**src/sv/rfpc_pkg.sv**
```systemverilog
// Shared types, constants and helpers for the reflection fractal pixel colour block.
`timescale 1ns / 1ps
package rfpc_pkg;

	localparam int MAX_LINES = 16;
	localparam int LINE_W = $clog2(MAX_LINES);
	localparam int LCNT_W = $clog2(MAX_LINES + 1);
	localparam int DIV_STEPS = 32;
	localparam int DCNT_W = $clog2(DIV_STEPS);

	localparam logic [2:0] REG_STEP_X = 3'd0;
	localparam logic [2:0] REG_STEP_Y = 3'd1;
	localparam logic [2:0] REG_OFFSET_X = 3'd2;
	localparam logic [2:0] REG_OFFSET_Y = 3'd3;
	localparam logic [2:0] REG_BAND_SCALE = 3'd4;
	localparam logic [2:0] REG_COLOUR_MODE = 3'd5;
	localparam logic [2:0] REG_PALETTE_SIZE = 3'd6;
	localparam logic [2:0] REG_ACTIVE_LINES = 3'd7;

	localparam logic FUNC_LOAD = 1'b0;
	localparam logic FUNC_PIXEL = 1'b1;

	typedef enum logic [3:0] {
		ST_IDLE,
		ST_MAP_MUL,
		ST_MAP_ADD,
		ST_LN_READ,
		ST_LN_PROD,
		ST_LN_DOT,
		ST_LN_SCALE,
		ST_LN_SUB,
		ST_LN_SQ,
		ST_LN_CMP,
		ST_BAND_MUL,
		ST_BAND_FIN,
		ST_DIV,
		ST_FIN
	} rfpc_state_t;

	typedef enum logic [3:0] {
		OP_NONE,
		OP_MAP_MUL,
		OP_MAP_ADD,
		OP_LN_READ,
		OP_LN_PROD,
		OP_LN_DOT,
		OP_LN_SCALE,
		OP_LN_SUB,
		OP_LN_SQ,
		OP_LN_CMP,
		OP_BAND_MUL,
		OP_BAND_FIN,
		OP_DIV_STEP,
		OP_OUT
	} rfpc_op_t;

	typedef struct packed {
		rfpc_op_t op;
		logic [LINE_W-1:0] line;
	} rfpc_cmd_t;

	typedef struct packed {
		logic [LCNT_W-1:0] lines;
	} rfpc_status_t;

	typedef struct packed {
		logic signed [23:0] lx;
		logic signed [23:0] ly;
		logic signed [21:0] nx;
		logic signed [21:0] ny;
	} rfpc_entry_t;

	// Saturate a wide signed value to the Q4.20 coordinate range.
	function automatic logic signed [23:0] sat24(input logic signed [39:0] v);
		logic signed [39:0] hi;
		logic signed [39:0] lo;
		hi = 40'sd8388607;
		lo = -40'sd8388608;
		if (v > hi) begin
			sat24 = 24'sh7FFFFF;
		end else if (v < lo) begin
			sat24 = 24'sh800000;
		end else begin
			sat24 = v[23:0];
		end
	endfunction

endpackage

```
**src/sv/rfpc_ctrl.sv**
```systemverilog
// Sequencer for the reflection fractal block: steps each word through its phases.
`timescale 1ns / 1ps
module rfpc_ctrl (
	input  logic clk,
	input  logic arst_n,
	input  logic in_valid,
	input  logic func,
	output logic in_stall,
	output logic out_valid,
	input  logic out_stall,
	input  rfpc_pkg::rfpc_status_t status,
	output rfpc_pkg::rfpc_cmd_t cmd
);

	rfpc_pkg::rfpc_state_t state_q, state_d;
	logic [rfpc_pkg::LCNT_W-1:0] line_q, line_d;
	logic [rfpc_pkg::DCNT_W-1:0] dcnt_q, dcnt_d;
	logic out_valid_q, out_valid_d;
	logic [rfpc_pkg::LCNT_W-1:0] line_nx;

	assign line_nx = line_q + 1'b1;
	assign out_valid = out_valid_q;

	always_ff @(posedge clk or negedge arst_n) begin
		if (!arst_n) begin
			state_q <= rfpc_pkg::ST_IDLE;
			line_q <= '0;
			dcnt_q <= '0;
			out_valid_q <= 1'b0;
		end else begin
			state_q <= state_d;
			line_q <= line_d;
			dcnt_q <= dcnt_d;
			out_valid_q <= out_valid_d;
		end
	end

	always_comb begin
		state_d = state_q;
		line_d = line_q;
		dcnt_d = dcnt_q;
		out_valid_d = out_valid_q && out_stall;
		in_stall = 1'b1;
		cmd.op = rfpc_pkg::OP_NONE;
		cmd.line = line_q[rfpc_pkg::LINE_W-1:0];
		unique case (state_q)
			rfpc_pkg::ST_IDLE: begin
				in_stall = 1'b0;
				if (in_valid && func == rfpc_pkg::FUNC_PIXEL) begin
					state_d = rfpc_pkg::ST_MAP_MUL;
				end
			end
			rfpc_pkg::ST_MAP_MUL: begin
				cmd.op = rfpc_pkg::OP_MAP_MUL;
				state_d = rfpc_pkg::ST_MAP_ADD;
			end
			rfpc_pkg::ST_MAP_ADD: begin
				cmd.op = rfpc_pkg::OP_MAP_ADD;
				line_d = '0;
				state_d = (status.lines == '0) ? rfpc_pkg::ST_BAND_MUL : rfpc_pkg::ST_LN_READ;
			end
			rfpc_pkg::ST_LN_READ: begin
				cmd.op = rfpc_pkg::OP_LN_READ;
				state_d = rfpc_pkg::ST_LN_PROD;
			end
			rfpc_pkg::ST_LN_PROD: begin
				cmd.op = rfpc_pkg::OP_LN_PROD;
				state_d = rfpc_pkg::ST_LN_DOT;
			end
			rfpc_pkg::ST_LN_DOT: begin
				cmd.op = rfpc_pkg::OP_LN_DOT;
				state_d = rfpc_pkg::ST_LN_SCALE;
			end
			rfpc_pkg::ST_LN_SCALE: begin
				cmd.op = rfpc_pkg::OP_LN_SCALE;
				state_d = rfpc_pkg::ST_LN_SUB;
			end
			rfpc_pkg::ST_LN_SUB: begin
				cmd.op = rfpc_pkg::OP_LN_SUB;
				state_d = rfpc_pkg::ST_LN_SQ;
			end
			rfpc_pkg::ST_LN_SQ: begin
				cmd.op = rfpc_pkg::OP_LN_SQ;
				state_d = rfpc_pkg::ST_LN_CMP;
			end
			rfpc_pkg::ST_LN_CMP: begin
				cmd.op = rfpc_pkg::OP_LN_CMP;
				if (line_nx == status.lines) begin
					state_d = rfpc_pkg::ST_BAND_MUL;
				end else begin
					line_d = line_nx;
					state_d = rfpc_pkg::ST_LN_READ;
				end
			end
			rfpc_pkg::ST_BAND_MUL: begin
				cmd.op = rfpc_pkg::OP_BAND_MUL;
				state_d = rfpc_pkg::ST_BAND_FIN;
			end
			rfpc_pkg::ST_BAND_FIN: begin
				cmd.op = rfpc_pkg::OP_BAND_FIN;
				dcnt_d = '0;
				state_d = rfpc_pkg::ST_DIV;
			end
			rfpc_pkg::ST_DIV: begin
				cmd.op = rfpc_pkg::OP_DIV_STEP;
				dcnt_d = dcnt_q + 1'b1;
				if (dcnt_q == rfpc_pkg::DCNT_W'(rfpc_pkg::DIV_STEPS - 1)) begin
					state_d = rfpc_pkg::ST_FIN;
				end
			end
			rfpc_pkg::ST_FIN: begin
				// The result register may still hold an untaken word.
				if (!out_valid_q || !out_stall) begin
					cmd.op = rfpc_pkg::OP_OUT;
					out_valid_d = 1'b1;
					state_d = rfpc_pkg::ST_IDLE;
				end
			end
			default: begin
				state_d = rfpc_pkg::ST_IDLE;
			end
		endcase
	end

endmodule

```
**config.mk**
```make
export PLATFORM = sky130hd
export DESIGN_NAME = rfpc_ctrl
export DESIGN_NICKNAME = d
export VERILOG_FILES = /design/src/sv/rfpc_pkg.sv /design/src/sv/rfpc_ctrl.sv
export SDC_FILE = /design/constraint.sdc
export NUM_CORES = 1
export LEC_CHECK = 0
export BUFFER_PORTS_ARGS = -buffer_cell sky130_fd_sc_hd__buf_2
export CAP_MARGIN = 20
export CORE_MARGIN = 2
export CORE_UTILIZATION = 42
export CTS_CLUSTER_SIZE = 28
export DETAILED_ROUTE_END_ITERATION = 8
export PLACE_DENSITY_LB_ADDON = 0.05
export SLEW_MARGIN = 30
export SYNTH_ARGS = -nofsm -noshare
export SYNTH_HDL_FRONTEND = slang
export SYNTH_SLANG_ARGS = --single-unit
```
**constraint.sdc**
```tcl
create_clock -name clk -period 2.9 [get_ports clk]
set_input_delay 0.725 -clock clk [delete_from_list [all_inputs] [get_ports clk]]
set_output_delay 0.725 -clock clk [all_outputs]
set_load 0.005 [all_outputs]
```
==> flow_summary.json <==
{
  "cts_max_level": 1,
  "clock_power_share_pct": 14.5,
  "viasPerCell": 5.66,
  "synth_top_area_cell": "dfrtp_1",
  "synth_top_flop_cell": "dfrtp_1",
  "clock_skew_ns": 0.00134,
  "fillers": 253,
  "dp.final_hpwl_mm": 1.76,
  "syn_area_um2": 1090,
  "wl_mm": 2.37,
  "syn2layout_area_growth_pct": 9.73,
  "fmax_ghz": 0.454,
  "port_buffers": 19,
  "path_clk_slew_ns": 0.09,
  "layout-drive-gt1-share_pct": 18.9,
  "nNetsFinal": 157,
  "grt-ovfl-total": 0,
  "num_vias": 980,
  "crit_fanout": 15,
  "worstPathRequired_ns": 2.17,
  "seq_area_frac_synth_pct": 34.3,
  "period_share_pct": 76.0,
  "fin_tns_setup_ns": 0,
  "cts_tree": "done",
  "ctsResizeCount": 0,
  "drv_slew": 0,
  "setup_slack_ns": 0.696,
  "synth_seq_cells": 15,
  "synth-edff-count": 0,
  "synth_nets": 142,
  "clk_latency_ns": 0.29,
  "p_per_area_nw_per_um2": 725,
  "arrival_ns": 1.48,
  "root_buffer": "clkbuf_4",
  "rows": 18,
  "gp_congestion": 0.759,
  "dieArea_um2": 3030,
  "grt_pass1_vias": 851,
  "finalSetupViolCount": 0,
  "drv_cap": 0,
  "swShare_pct": 44.5,
  "async_reset_ff_share_pct": 100,
  "ios": 20,
  "grt_max_degree": 20,
  "power.switching_uw": 387,
  "dieHeight_um": 55.0,
  "ir_drop_uv": 509,
  "syn_avg_cell_area_um2": 8.48,
  "multi_input_area_um2": 658,
  "min_path_type": "primary input to asynchronous set/reset pin",
  "drc": 0,
  "yosys_warnings": 0,
  "outcome": "finished clean",
  "start_util_pct": 44.1,
  "cts_hold_buf": 0,
  "cts_buffers": 3,
  "antenna_left": 0,
  "synthCells": 129,
  "hold_violations": 0,
  "cp-start-kind": "register",
  "layout_min_cycle_time_ns": 2.20,
  "stdcell_count": 173,
  "dp_worst_setup_slack_ns": 0.838,
  "p_leak_uw": 0.000548,
  "power_frac_seq_pct": 44.0,
  "cts.sinks": 15,
  "diodes": 0,
  "fp.dieW_um": 55.0,
  "antenna_found_initial": 0,
  "synthTopCellsByArea": "dfrtp_1, nand2_1, a21oi_1",
  "p_int_uw": 483,
  "dr.pass1.iters": 4,
  "final-seq-area_um2": 375,
  "postCtsSetupBuffers": 0,
  "criticalPathCategory": "register to primary output",
  "design.core.area_um2": 2480,
  "wire_per_inst_um": 13.7,
  "synth.top_cell.area_share_pct": 34.3,
  "grt_pass1_wl_mm": 3.73,
  "combPwrFrac_pct": 41.4,
  "cts_buffer_depth": 2,
  "ys_types": 42,
  "grt_usage_pct": 17.7,
  "rsz0062_at_grt": "no",
  "drtIter0Drc": 10,
  "max_slew_margin_pct": 64.5,
  "worst_pin_slew_ns": 0.533,
  "critPathCaptureType": "primary output",
  "dp.cells": 169
}
-- path summary, 6_finish.rpt --
kind	startpoint	end	slack, ns	cells past startpoint
max reg2reg	line_q[0]	line_q[2]	0.95	6
min in group clk	out_valid	out_valid	0.55	2
min reg2reg	out_valid	out_valid	0.55	2
min	arst_n	line_q[1]	0.33	1
max	state_q[0]	cmd[6]	0.70	4
max in group asynchronous	arst_n	dcnt_q[3]	2.31	1
-- critical path, stage by stage (launching register included) --
cell	delay [ns]
dfrtp_1	0.64
nand3_1	0.19
nand2b_1	0.13
a21boi_0	0.08
buf_2	0.15
-- state kept, by name (all words and copies together) (netlist names) --
| register | cells |
|---|---|
| out_valid | 1 |
| line_q | 5 |
| state_q | 4 |
| dcnt_q | 5 |
-- layout make-up --
cell class	count	area share, %
multi-input cells	103	54.8
flip-flops and latches	15	31.3
repair buffers	19	7.92
clock buffers	4	2.19
inverters	2	0.626
well taps	30	3.13
-- layer usage --
layer,global-route usage (%),wire length [µm],up-vias
met5,0,0,-
met3,3.49,124,5
met4,8.54,46,0
met2,30.0,1130,28
met1,21.3,1070,452
li1,-,-,495
-- synth_stat cells, types with 2 or more instances --
cell type and instances:
nand2_1 20, dfrtp_1 15, a21oi_1 11, nor2_1 9
nand3_1 8, o21ai_0 7, buf_4 5, clkbuf_1 4
nor3_1 4, a21boi_0 3, ha_1 3, o22ai_1 3
xnor2_1 3, xor2_1 3, a211oi_1 2, inv_1 2
nor4_1 2
-- power groups by stage --
stage | clock, µW | combinational (µW) | sequential, µW
6_report | 126 | 360 | 383
5_1_grt | 142 | 413 | 403
4_1_cts | 130 | 365 | 384
3_5_place_dp | 0 | 362 | 389
3_3_place_gp | 0 | 357 | 388
2_1_floorplan | 0 | 353 | 304
-- through the flow --
stage	hold slack [ns]	power [µW]	utilization (%)	instance area (µm²)
final	0.328	870	48.4	1200
after global routing	0.331	959	48.4	1200
after CTS	0.336	880	48.4	1200
after detailed placement	0.534	751	47.4	1170
after global placement	0.531	745	47.4	1170
after floorplan	0.429	657	-	1090
-- cells in the final DEF (no fill, tap or decap), types with 2 or more instances in the layout --
cell      instances
xnor2_1           3
nand2_1          20
o22ai_1           3
a21oi_1          11
nand3_1           8
clkbuf_4          3
nor4_1            2
ha_1              3
inv_1             2
buf_2            19
nor3_1            4
o21ai_0           7
a21boi_0          3
dfrtp_1          15
xor2_1            3
a211oi_1          2
nor2_1            9
-- kinds of logic (layout without fill, tap and decap cells) --
logic type	Yosys count	in the layout	synth area share, %
flip-flops	15	15	34.3
AND/OR/NAND/NOR	55	55	24.9
adder cells (fa/ha/maj)	3	3	3.43
AO/OA/AOI/OAI	36	36	22.0
XOR/XNOR	9	9	9.84
buffers and inverters	11	25	5.49
(Power assumes the default switching activity.)
